$ cat src/sv/crcfr_pkg.sv
`default_nettype none

package crcfr_pkg;

  localparam int MAX_PAYLOAD = 64;
  localparam int HDR_BYTES   = 9;
  localparam int OVERHEAD    = 13;
  localparam int SYNC_BYTES  = 4;
  localparam int STORE_DEPTH = MAX_PAYLOAD + OVERHEAD;
  localparam int ADDR_W      = $clog2(STORE_DEPTH);
  localparam int CNT_W       = $clog2(STORE_DEPTH + 1);
  localparam int LEN_W       = $clog2(MAX_PAYLOAD + 1);
  localparam int IDX_W       = $clog2(MAX_PAYLOAD);

  localparam int POS_SRC    = 4;
  localparam int POS_DST    = 5;
  localparam int POS_DATA   = 6;
  localparam int POS_LEN_LO = 7;
  localparam int POS_LEN_HI = 8;

  localparam logic [31:0] CRC_POLY     = 32'hEDB88320;
  localparam logic [31:0] CRC_ALL_ONES = 32'hFFFFFFFF;

  localparam logic [1:0] CFG_SYNC_WORD = 2'd0;
  localparam logic [1:0] CFG_DEVICE_ID = 2'd1;
  localparam logic [1:0] CFG_FILTER_EN = 2'd2;

  localparam logic [3:0] PROG_NONE = 4'b0000;
  localparam logic [3:0] PROG_ONE  = 4'b0001;
  localparam logic [3:0] PROG_TWO  = 4'b0010;
  localparam logic [3:0] PROG_THREE = 4'b0100;
  localparam logic [3:0] PROG_FULL = 4'b1000;

  typedef enum logic [1:0] {
    RX_IDLE,
    RX_SYNC,
    RX_DRAIN
  } rx_state_t;

  typedef enum logic [1:0] {
    RD_IDLE,
    RD_FETCH,
    RD_LOAD
  } rd_state_t;

  typedef struct packed {
    logic [31:0] sync_word;
    logic [7:0]  device_id;
    logic        filter_enable;
  } cfg_t;

  typedef struct packed {
    logic             start;
    logic [7:0]       source_id;
    logic [7:0]       dest_id;
    logic [7:0]       data_id;
    logic [LEN_W-1:0] length;
  } frame_t;

  function automatic logic [31:0] crc_byte(input logic [31:0] crc_in, input logic [7:0] b);
    logic [31:0] c;
    int k;
    c = crc_in ^ {24'd0, b};
    for (k = 0; k < 8; k++) begin
      c = c[0] ? ((c >> 1) ^ CRC_POLY) : (c >> 1);
    end
    return c;
  endfunction

endpackage

`default_nettype wire

$ cat src/sv/crcfr_store.sv
`default_nettype none

module crcfr_store import crcfr_pkg::*; (
  input  wire logic              clk,
  input  wire logic              we,
  input  wire logic [ADDR_W-1:0] waddr,
  input  wire logic [7:0]        wdata,
  input  wire logic              re,
  input  wire logic [ADDR_W-1:0] raddr,
  output logic      [7:0]        rdata
);

  logic [7:0] mem [STORE_DEPTH];

  always_ff @(posedge clk) begin
    if (we) begin
      mem[waddr] <= wdata;
    end
  end

  always_ff @(posedge clk) begin
    if (re) begin
      rdata <= mem[raddr];
    end
  end

endmodule

`default_nettype wire

$ cat src/sv/crcfr_rx.sv
`default_nettype none

module crcfr_rx import crcfr_pkg::*; (
  input  wire logic              clk,
  input  wire logic              rst,
  input  wire cfg_t              cfg,
  input  wire logic              in_valid,
  output logic                   in_ready,
  input  wire logic [7:0]        rx_byte,
  output logic                   mem_we,
  output logic      [ADDR_W-1:0] mem_waddr,
  output logic      [7:0]        mem_wdata,
  output frame_t                 frame,
  input  wire logic              rd_done
);

  rx_state_t        state, state_next;
  logic [3:0]       progress, progress_next;
  logic             collecting;
  logic [CNT_W-1:0] count;
  logic [CNT_W-1:0] count_inc;
  logic [1:0]       sync_cnt;
  logic [31:0]      hist [4];
  logic [7:0]       tail [3];
  logic [7:0]       src, dst, did, len_lo, len_hi;

  logic        accept, match, stored, overflow;
  logic        len_hit, crc_hit, frame_ok, addr_ok;
  logic [31:0] crc_new, crc_sync, crc_want;
  logic [7:0]  sync_sel;

  assign accept    = in_valid && in_ready;
  assign count_inc = count + CNT_W'(1);
  assign stored    = accept && !match && collecting && (count != CNT_W'(STORE_DEPTH));
  assign overflow  = accept && !match && collecting && (count == CNT_W'(STORE_DEPTH));
  assign crc_new   = crc_byte(hist[0], rx_byte);
  assign sync_sel  = cfg.sync_word[8*sync_cnt +: 8];
  assign crc_sync  = crc_byte(hist[0], sync_sel);
  assign crc_want  = ~hist[3];
  assign len_hit   = (count_inc >= CNT_W'(OVERHEAD)) && (len_hi == 8'd0) &&
                     (len_lo == 8'(count_inc - CNT_W'(OVERHEAD)));
  assign crc_hit   = ({rx_byte, tail[0], tail[1], tail[2]} == crc_want);
  assign frame_ok  = stored && len_hit && crc_hit;
  assign addr_ok   = !cfg.filter_enable || (dst == cfg.device_id);

  always_comb begin
    match         = 1'b0;
    progress_next = PROG_NONE;
    priority if (rx_byte == cfg.sync_word[31:24] && progress == PROG_THREE) begin
      match         = 1'b1;
      progress_next = PROG_FULL;
    end else if (rx_byte == cfg.sync_word[23:16] && progress == PROG_TWO) begin
      progress_next = PROG_THREE;
    end else if (rx_byte == cfg.sync_word[15:8] && progress == PROG_ONE) begin
      progress_next = PROG_TWO;
    end else if (rx_byte == cfg.sync_word[7:0]) begin
      progress_next = PROG_ONE;
    end else begin
      progress_next = PROG_NONE;
    end
  end

  always_comb begin
    state_next = state;
    unique case (state)
      RX_IDLE: begin
        if (accept && match) begin
          state_next = RX_SYNC;
        end else if (frame_ok && addr_ok) begin
          state_next = RX_DRAIN;
        end
      end
      RX_SYNC: begin
        if (sync_cnt == 2'd3) begin
          state_next = RX_IDLE;
        end
      end
      RX_DRAIN: begin
        if (rd_done) begin
          state_next = RX_IDLE;
        end
      end
      default: state_next = RX_IDLE;
    endcase
  end

  always_comb begin
    in_ready        = (state == RX_IDLE);
    mem_we          = stored;
    mem_waddr       = count[ADDR_W-1:0];
    mem_wdata       = rx_byte;
    frame.start     = frame_ok && addr_ok;
    frame.source_id = src;
    frame.dest_id   = dst;
    frame.data_id   = did;
    frame.length    = len_lo[LEN_W-1:0];
  end

  always_ff @(posedge clk) begin
    if (rst) begin
      state      <= RX_IDLE;
      progress   <= PROG_NONE;
      collecting <= 1'b0;
      count      <= '0;
      sync_cnt   <= '0;
      for (int i = 0; i < 4; i++) begin
        hist[i] <= CRC_ALL_ONES;
      end
    end else begin
      state <= state_next;
      if (accept) begin
        progress <= progress_next;
      end
      if (accept && match) begin
        collecting <= 1'b1;
        count      <= CNT_W'(SYNC_BYTES);
        sync_cnt   <= '0;
        for (int i = 0; i < 4; i++) begin
          hist[i] <= CRC_ALL_ONES;
        end
      end else if (overflow) begin
        collecting <= 1'b0;
        count      <= '0;
      end else if (stored) begin
        count   <= count_inc;
        hist[0] <= crc_new;
        hist[1] <= hist[0];
        hist[2] <= hist[1];
        hist[3] <= hist[2];
        if (frame_ok) begin
          collecting <= 1'b0;
        end
      end else if (state == RX_SYNC) begin
        hist[0]  <= crc_sync;
        hist[1]  <= hist[0];
        hist[2]  <= hist[1];
        hist[3]  <= hist[2];
        sync_cnt <= sync_cnt + 2'd1;
      end
    end
  end

  always_ff @(posedge clk) begin
    if (stored) begin
      tail[0] <= rx_byte;
      tail[1] <= tail[0];
      tail[2] <= tail[1];
      if (count == CNT_W'(POS_SRC)) begin
        src <= rx_byte;
      end
      if (count == CNT_W'(POS_DST)) begin
        dst <= rx_byte;
      end
      if (count == CNT_W'(POS_DATA)) begin
        did <= rx_byte;
      end
      if (count == CNT_W'(POS_LEN_LO)) begin
        len_lo <= rx_byte;
      end
      if (count == CNT_W'(POS_LEN_HI)) begin
        len_hi <= rx_byte;
      end
    end
  end

endmodule

`default_nettype wire

$ cat src/sv/crcfr_read.sv
`default_nettype none

module crcfr_read import crcfr_pkg::*; (
  input  wire logic              clk,
  input  wire logic              rst,
  input  wire frame_t            frame,
  output logic                   mem_re,
  output logic      [ADDR_W-1:0] mem_raddr,
  input  wire logic [7:0]        mem_rdata,
  output logic                   rd_done,
  output logic                   out_valid,
  input  wire logic              out_ready,
  output logic      [7:0]        source_id,
  output logic      [7:0]        dest_id,
  output logic      [7:0]        data_id,
  output logic      [LEN_W-1:0]  payload_length,
  output logic      [7:0]        payload_byte,
  output logic                   payload_valid,
  output logic                   last
);

  rd_state_t        state, state_next;
  logic [IDX_W-1:0] idx;
  logic [LEN_W-1:0] idx_inc;
  logic             empty, last_item, can_load, load;

  assign empty     = (frame.length == '0);
  assign idx_inc   = LEN_W'(idx) + LEN_W'(1);
  assign last_item = empty || (idx_inc == frame.length);
  assign can_load  = !out_valid || out_ready;

  always_comb begin
    state_next = state;
    unique case (state)
      RD_IDLE: begin
        if (frame.start) begin
          state_next = RD_FETCH;
        end
      end
      RD_FETCH: state_next = RD_LOAD;
      RD_LOAD: begin
        if (can_load) begin
          state_next = last_item ? RD_IDLE : RD_FETCH;
        end
      end
      default: state_next = RD_IDLE;
    endcase
  end

  always_comb begin
    mem_re    = (state == RD_FETCH) && !empty;
    mem_raddr = ADDR_W'(HDR_BYTES) + ADDR_W'(idx);
    load      = (state == RD_LOAD) && can_load;
    rd_done   = load && last_item;
  end

  always_ff @(posedge clk) begin
    if (rst) begin
      state     <= RD_IDLE;
      idx       <= '0;
      out_valid <= 1'b0;
    end else begin
      state <= state_next;
      if (state == RD_IDLE && frame.start) begin
        idx <= '0;
      end else if (load && !last_item) begin
        idx <= idx + IDX_W'(1);
      end
      if (load) begin
        out_valid <= 1'b1;
      end else if (out_ready) begin
        out_valid <= 1'b0;
      end
    end
  end

  always_ff @(posedge clk) begin
    if (load) begin
      source_id      <= frame.source_id;
      dest_id        <= frame.dest_id;
      data_id        <= frame.data_id;
      payload_length <= frame.length;
      payload_byte   <= empty ? 8'd0 : mem_rdata;
      payload_valid  <= !empty;
      last           <= last_item;
    end
  end

endmodule

`default_nettype wire

$ cat src/sv/crc32_frame_receiver.sv
// Sync word / length / CRC-32 frame receiver.
// Input channel: one received byte per transaction on rx_byte (in_valid, in_ready).
// A four-byte sync detector runs on every byte; a match restarts frame collection.
// Frame: sync, source id, destination id, data id, 16-bit LE length, payload,
// LE CRC-32 (reflected 0xEDB88320, init and final inversion) over all bytes before it.
// Output channel: one transaction per payload byte with the header fields
// (out_valid, out_ready); an empty payload gives one transaction with payload_valid 0.
// Configuration: cfg_we, cfg_index (0 sync word, 1 device id, 2 filter enable), cfg_data.
// Timing: a byte is taken whenever in_valid and in_ready are both high. After a sync match
// the input holds off while the CRC unit runs over the four sync bytes, one byte per cycle.
// After the CRC byte that completes a good frame that passes the address filter,
// each payload byte takes one frame store read followed by one output load.
// Input holds off during readout and reopens once the last result is loaded.
// A stalled receiver holds the output register and pauses the readout.
// Reset clears configuration, sync progress, byte count and control; frame store
// contents are not cleared and need no clearing pass.
`default_nettype none

module crc32_frame_receiver import crcfr_pkg::*; (
  input  wire logic              clk,
  input  wire logic              rst,
  input  wire logic              cfg_we,
  input  wire logic [1:0]        cfg_index,
  input  wire logic [31:0]       cfg_data,
  input  wire logic              in_valid,
  output logic                   in_ready,
  input  wire logic [7:0]        rx_byte,
  output logic                   out_valid,
  input  wire logic              out_ready,
  output logic      [7:0]        source_id,
  output logic      [7:0]        dest_id,
  output logic      [7:0]        data_id,
  output logic      [LEN_W-1:0]  payload_length,
  output logic      [7:0]        payload_byte,
  output logic                   payload_valid,
  output logic                   last
);

  cfg_t              cfg;
  frame_t            frame;
  logic              mem_we, mem_re, rd_done;
  logic [ADDR_W-1:0] mem_waddr, mem_raddr;
  logic [7:0]        mem_wdata, mem_rdata;

  always_ff @(posedge clk) begin
    if (rst) begin
      cfg <= '0;
    end else if (cfg_we) begin
      unique case (cfg_index)
        CFG_SYNC_WORD: cfg.sync_word     <= cfg_data;
        CFG_DEVICE_ID: cfg.device_id     <= cfg_data[7:0];
        CFG_FILTER_EN: cfg.filter_enable <= cfg_data[0];
        default: ;
      endcase
    end
  end

  crcfr_rx u_rx (
    .clk       (clk),
    .rst       (rst),
    .cfg       (cfg),
    .in_valid  (in_valid),
    .in_ready  (in_ready),
    .rx_byte   (rx_byte),
    .mem_we    (mem_we),
    .mem_waddr (mem_waddr),
    .mem_wdata (mem_wdata),
    .frame     (frame),
    .rd_done   (rd_done)
  );

  crcfr_store u_store (
    .clk   (clk),
    .we    (mem_we),
    .waddr (mem_waddr),
    .wdata (mem_wdata),
    .re    (mem_re),
    .raddr (mem_raddr),
    .rdata (mem_rdata)
  );

  crcfr_read u_read (
    .clk            (clk),
    .rst            (rst),
    .frame          (frame),
    .mem_re         (mem_re),
    .mem_raddr      (mem_raddr),
    .mem_rdata      (mem_rdata),
    .rd_done        (rd_done),
    .out_valid      (out_valid),
    .out_ready      (out_ready),
    .source_id      (source_id),
    .dest_id        (dest_id),
    .data_id        (data_id),
    .payload_length (payload_length),
    .payload_byte   (payload_byte),
    .payload_valid  (payload_valid),
    .last           (last)
  );

endmodule

`default_nettype wire

$ cat config.mk
export PLATFORM = sky130hd
export DESIGN_NAME = crc32_frame_receiver
export DESIGN_NICKNAME = d
export VERILOG_FILES = /design/src/sv/crcfr_pkg.sv /design/src/sv/crcfr_store.sv /design/src/sv/crcfr_rx.sv /design/src/sv/crcfr_read.sv /design/src/sv/crc32_frame_receiver.sv
export SDC_FILE = /design/constraint.sdc
export NUM_CORES = 1
export LEC_CHECK = 0
export BUFFER_PORTS_ARGS = -buffer_cell sky130_fd_sc_hd__buf_2
export CORE_UTILIZATION = 50
export CTS_CLUSTER_SIZE = 14
export DETAILED_ROUTE_END_ITERATION = 16
export PLACE_DENSITY = 0.69
export SYNTH_ARGS = -nofsm -noshare
export SYNTH_HDL_FRONTEND = slang
export SYNTH_SLANG_ARGS = --single-unit
$ cat constraint.sdc
create_clock -name clk -period 5.2 [get_ports clk]
set_input_delay 0.26 -clock clk [delete_from_list [all_inputs] [get_ports clk]]
set_output_delay 0.26 -clock clk [all_outputs]
set_load 0.1 [all_outputs]
Word-level counts from Yosys, hierarchy flattened
Memory sizes are Yosys's and may differ from the RTL's. A register that Yosys moved wholly into a read port is not among the register bits.
Cells that the tools add are included.

word-level totals
  flip-flop bits (word level) = 147
  RAM bits = 768
  input bits = 47
  output and inout bits = 43
  logic and storage cells = 216
  memories kept = 3

operators by class
  add/subtract/negate cells = 6
  order comparisons = 1
  eq/ne operators = 30
  shift operators = 1
  muxes and demuxes = 68
  bitwise operators = 33
  reduce and logical (&&, ||, !) cells = 50

memories
  memory       words  bits a word  read ports  clocked after memory_dff  write ports  line               source
  u_store.mem  77     8            1           1                         1            crcfr_store.sv:13  logic [7:0] mem [STORE_DEPTH];
  u_rx.hist    4      32           4           0                         4            crcfr_rx.sv:23     logic [31:0] hist [4];
  u_rx.tail    3      8            3           0                         3            crcfr_rx.sv:24     logic [7:0] tail [3];

operators with widths
  operator                                             count
  two-way mux 32 bit                                   28
  NOT 13 -> 14 bit                                     16
  XOR 32 x 8 -> 32 bit                                 2
  equality test 8 bit                                  6
  equality test 32 bit                                 1
  NOT 32 bit                                           1
  indexed part select 32 x 6 -> 8 bit                  1
  equality test 7 x 3 -> 1 bit, second input constant  4
  two-way mux 1 bit                                    26
  AND reduction 2 bit                                  10
  logical AND 1 bit                                    19
  two-way mux 2 bit                                    6
  two-way mux 4 bit                                    3
  OR 1 bit                                             12
  case mux 2 bit (3 select lines)                      2
  two-way mux 3 bit                                    3
  equality test 2 bit, second input constant           4
  zero test 8 bit                                      1
  subtractor 7 x 4 -> 8 bit, second input constant     1
  adder 4 x 6 -> 7 bit, first input constant           1
  adder 6 x 1 -> 7 bit, second input constant          1
  adder 7 x 1 -> 7 bit, second input constant          1
  equality test 7 x 4 -> 1 bit, second input constant  1
  equality test 7 bit                                  1
  22 further kinds                                     38

Longest topological paths before layout
An unclocked memory read counts as a cell.

  depth after elaboration = 20
  mapped depth = 11
  depth with buffers taken out = 9

By module
Synthesis repeated with hierarchy kept, for this count alone.

second synthesis, totals
  cells, all modules = 2,240
  area, all modules = 38,779.7 um2

by module, submodules not included
  module                times used  cells an instance  area an instance (um2)  sequential area each (um2)
  crcfr_store           1           1,075              24,049.3                18,738.0
  crcfr_rx              1           852                10,890.4                6,085.8
  crcfr_read            1           142                2,016.9                 1,411.4
  crc32_frame_receiver  1           171                1,823.0                 820.8

Least setup slack after synthesis
No wires, ideal clock.

  kind = reg-to-reg
  start = reg u_read.out_valid
  end = reg u_read.idx[1]
  setup time = 140 ps
  data arrival time = 3,786 ps
  data required time = 5,060 ps
  path slack = 1,274 ps
  cell stages (with the launch flop) = 7
  path buffers = 0
  period minus slack after synthesis = 3,926 ps
  cells stage by stage = dfxtp_1 -> nand2b_1 -> nor2b_1 -> nand2_1 -> or2_2 -> mux2i_1 -> nor3_1

on the way
  word-level cells in the longest chain between the ends = 4

ends and longest elaborated chain
  element                   line              source
  start: declaration        crcfr_read.sv:11  output logic out_valid,
  start signal: assignment  crcfr_read.sv:61  out_valid <= 1'b0;
  start signal: assignment  crcfr_read.sv:70  out_valid <= 1'b1;
  start signal: assignment  crcfr_read.sv:72  out_valid <= 1'b0;
  zero test 1 bit           crcfr_read.sv:30  assign can_load = !out_valid || out_ready;
  logical OR 1 bit          crcfr_read.sv:30
  logical AND 1 bit         crcfr_read.sv:53  load = (state == RD_LOAD) && can_load;
  via u_read.load           crcfr_read.sv:25  logic empty, last_item, can_load, load;
  logical AND 1 bit         crcfr_read.sv:66  end else if (load && !last_item) begin
  end signal: assignment    crcfr_read.sv:67  idx <= idx + IDX_W'(1);
  end: declaration          crcfr_read.sv:23  logic [IDX_W-1:0] idx;

The timed path passes the listed nets, and every way through them passes these cells.
A chain may end at the register's enable or synchronous reset.

Final worst setup path
  start = reg u_rx.count[0] (netlist: u_rx.mem_waddr[0])
  end = reg u_read.idx[3]

on the way
  word-level cells in the longest chain between the ends = 9
  elaborated cells between the ends (all ways) = 13
  those cells by class = add/sub (2); order compare (1); eq/ne (2); reduce/logical (8)

ends and longest elaborated chain
  element                                                                    line                            source
  start: declaration                                                         crcfr_rx.sv:20                  logic [CNT_W-1:0] count;
  start signal: assignment                                                   crcfr_rx.sv:116                 count <= CNT_W'(SYNC_BYTES);
  start signal: assignment                                                   crcfr_rx.sv:125                 count <= count_inc;
  adder 7 x 1 -> 7 bit (*)                                                   crcfr_rx.sv:33                  assign count_inc = count + CNT_W'(1);
  via u_rx.count_inc[0]                                                      crcfr_rx.sv:21                  logic [CNT_W-1:0] count_inc;
  subtractor 7 x 4 -> 8 bit or >= comparator 7 x 4 -> 1 bit (tied branches)  crcfr_rx.sv:41, crcfr_rx.sv:40
  equality test 8 bit or logical AND 1 bit (tied branches)                   crcfr_rx.sv:41, crcfr_rx.sv:40
  logical AND 1 bit (*)                                                      crcfr_rx.sv:40                  assign len_hit = (count_inc >= CNT_W'(OVERHEAD)) && (len_hi == 8'd0) &&
  logical AND 1 bit (*) (2 in series)                                        crcfr_rx.sv:43                  assign frame_ok = stored && len_hit && crc_hit;
  logical AND 1 bit (*)                                                      crcfr_rx.sv:92                  frame.start = frame_ok && addr_ok;
  logical AND 1 bit (*)                                                      crcfr_read.sv:64                if (state == RD_IDLE && frame.start) begin
  OR reduction 2 bit (no line) (*)                                           -

Mark *: on every way through the listed nets, which the timed path passes. The rest lies on a longest branch.

==> impl_metrics.py <==
metrics = {
    "yosys": {
        "ys_seq_area_share_pct": 71.3,
        "syn_nets": 2213,
        "synth_area_sq_um": 37900,
        "async_reset_ff_share_pct": 0,
        "yosys.area.top_type_share_pct": 67.8,
        "synth_cell_type_count": 65,
        "synth_area_leaders": "edfxtp_1 68%, mux4_2 12%, dfxtp_1 3.5%, xnor2_1 3.2%, or2_2 1.7%",
        "avgSynthCellArea_sq_um": 17.6,
        "synth_cells": 2159,
        "ys_ff_latch": 923,
        "yosys_warnings": 0,
        "post-synth-top-area-cell": "edfxtp_1",
        "ys.flop_type": "edfxtp_1",
        "synth_edf_count": 857,
    },
    "timing": {
        "worst_pin_slew_ns": 1.15,
        "whs_ns": 0.0456,
        "max_slew_margin_pct": 22.9,
        "slew_viol_final": 0,
        "finalSetupViolations": 0,
        "rsz0062_at_grt": "false",
        "min_period_ns": 3.61,
        "hold_violations": 0,
        "finClkSkew_ns": 0.0364,
        "period_share_pct": 69.5,
        "max_freq_ghz": 0.277,
        "finalSetupTns_ns": 0,
    },
    "global_routing": {
        "grt_usage_pct": 23.1,
        "grt_pass1_vias": 20300,
        "grt_max_degree": 118,
        "grt-ovfl-total": 0,
        "grt_pass1_wl_um": 132000,
        "antenna_found_initial": 3,
    },
    "clock_network": {
        "cts-buffers-inserted": 91,
        "clk_pin_slew_ns": 0.06,
        "cts-resized-gates": 0,
        "cts_tree": "built",
        "root_buffer": "clkbuf_16",
        "cts_setup_buffers": 0,
        "htree_num_levels": 3,
        "clock_path_buffers": 3,
        "clock-sinks": 923,
        "clock_latency_ns": 0.66,
    },
    "placement": {
        "gp_congestion": 0.913,
        "io_buffers": 89,
        "dp_hpwl_um": 56100,
    },
    "drt": {
        "firstDrtPassIters": 5,
        "wl_met3_um": 5890,
        "wl_met2_um": 43600,
        "drt_drc_violations_left": 0,
        "dr_total_vias": 20000,
        "drt_iter0_drc": 2065,
        "met1Wirelength_um": 36500,
        "top_layer": "met4",
        "wire_per_inst_um": 26.2,
        "vias_per_cell": 5.94,
        "wirelength_um": 88400,
        "ant_nets": 0,
    },
    "die": {
        "die_h_um": 277,
        "start_util_pct": 50.8,
        "die_w_um": 277,
        "placementRows": 100,
        "boundaryPins": 90,
        "core_area_sq_um": 74700,
        "dieArea_sq_um": 77000,
    },
    "layout": {
        "fillers": 5597,
        "final_common_cell": "edfxtp_1",
        "synthToLayoutAreaGrowth_pct": 13.1,
        "nNetsFinal": 2385,
        "drive_gt1_share_pct": 24.5,
        "layout_common_cells": "857 x edfxtp_1, 199 x mux4_2, 162 x nand2_1",
    },
    "critical_path": {
        "crit_fanout": 19,
        "start_kind": "flip-flop",
        "cp-end-kind": "flip-flop",
        "arrival_ns": 4.12,
        "required_ns": 5.71,
        "worstSetupPathType": "reg -> reg",
    },
    "pwr": {
        "p_per_area_nw_per_um2": 346,
        "cellLeakagePower_nw": 13.0,
        "vdd_drop_max_uv": 217,
    },
    "worst_hold_path": {
        "holdCritPathClass": "in -> reg",
    },
    "status": {
        "outcome": "finished clean",
    },
    "job": {
        "maxCapViolations": 0,
    },
}
[synth_stat cells, drive strengths merged (7+ instances only)]
library cell and number:
edfxtp 857, mux4 200, nand2 162, xnor2 149, nor2 123, or2 102
xor2 67, clkbuf 66, dfxtp 66, a21oi 65, buf 39, nand3 31
o21ai 28, nor4 24, mux2i 19, nor3 19, and2 17, nand4 14
a31oi 13, inv 9, nand2b 8, nor2b 8, ha 7
[kinds of logic after synthesis]
| group | synth area share, % |
|---|---|
| compound gates | 2.12 |
| buf+inv | 1.25 |
| mux | 12.4 |
| flops | 71.3 |
| fa+ha+maj | 0.231 |
| simple gates | 7.04 |
| xor+xnor | 5.64 |
[sequential cells by signal, indices dropped and copies added, names as in the netlist, 24 cells and up]
| name | flops |
|---|---|
| u_store.mem | 616 |
| u_rx.hist | 128 |
| cfg | 41 |
| u_rx.tail | 24 |
[power by group]
part	total [mW]	internal, mW	switching, mW
logic	0.447	0.155	0.292
registers	8.11	8.10	0.0117
clock network	6.28	3.54	2.74
[metal layers]
metal  global-route usage, %  up-vias
met5                       0        -
met4                    7.29        0
met3                    3.64      163
met2                    37.7      877
met1                    32.1    10300
li1                        -     8685
[per-stage QoR]
step	instances	total power [mW]	utilization (%)	area [sq um]	setup WS, ns
after floorplan	2159	8.50	-	37900	1.27
after global placement	3167	8.68	53.1	39700	1.59
after detailed placement	3167	8.69	53.1	39700	1.59
after CTS	3370	14.9	57.4	42900	1.56
after global routing	3372	15.2	57.4	42900	1.31
final	3373	14.8	57.4	42900	1.59
[worst paths after layout]
path / from / to / slack [ns] / cells past startpoint
setup / recovery: u_rx.mem_waddr[0]$_SDFFE_PP0P_ / u_read.idx[3]$_SDFFE_PP0P_ / 1.59 / 9
setup reg to reg: u_rx.mem_waddr[0]$_SDFFE_PP0P_ / u_read.idx[3]$_SDFFE_PP0P_ / 1.59 / 9
hold / removal: rx_byte[1] / u_rx.dst[1]$_DFFE_PP_ / 0.05 / 1
hold reg to reg: u_rx.src[3]$_DFFE_PP_ / u_read.source_id[3]$_DFFE_PP_ / 0.41 / 0
[worst max-delay path: stages, from the launching register on]
cell and delay [ns]:
dfxtp_1 0.70, inv_1 0.27, ha_1 0.47, nand2b_1 0.15, a21oi_1 0.09, or4_1 0.55, a211oi_1 0.25, nand4_1 0.20
nor4_2 0.67, nor3_1 0.11
[area by class of cell]
cell class	instances	area [sq um]	area share, %
sequential	923	27100	63.1
timing repair buffer	184	1290	3.01
tap	969	1210	2.83
multi-input combinational	1122	10500	24.4
antenna	3	7.51	0.0175
clock buffer	118	2380	5.55
inverter	9	33.8	0.0788
clock inverter	45	442	1.03
[timing repair]
action	CTS	global route
endpoints found under the hold margin	57	0
hold buffers	40	0
setup endpoints to repair	0	0
Note: power is estimated with default switching activity, not from simulation.
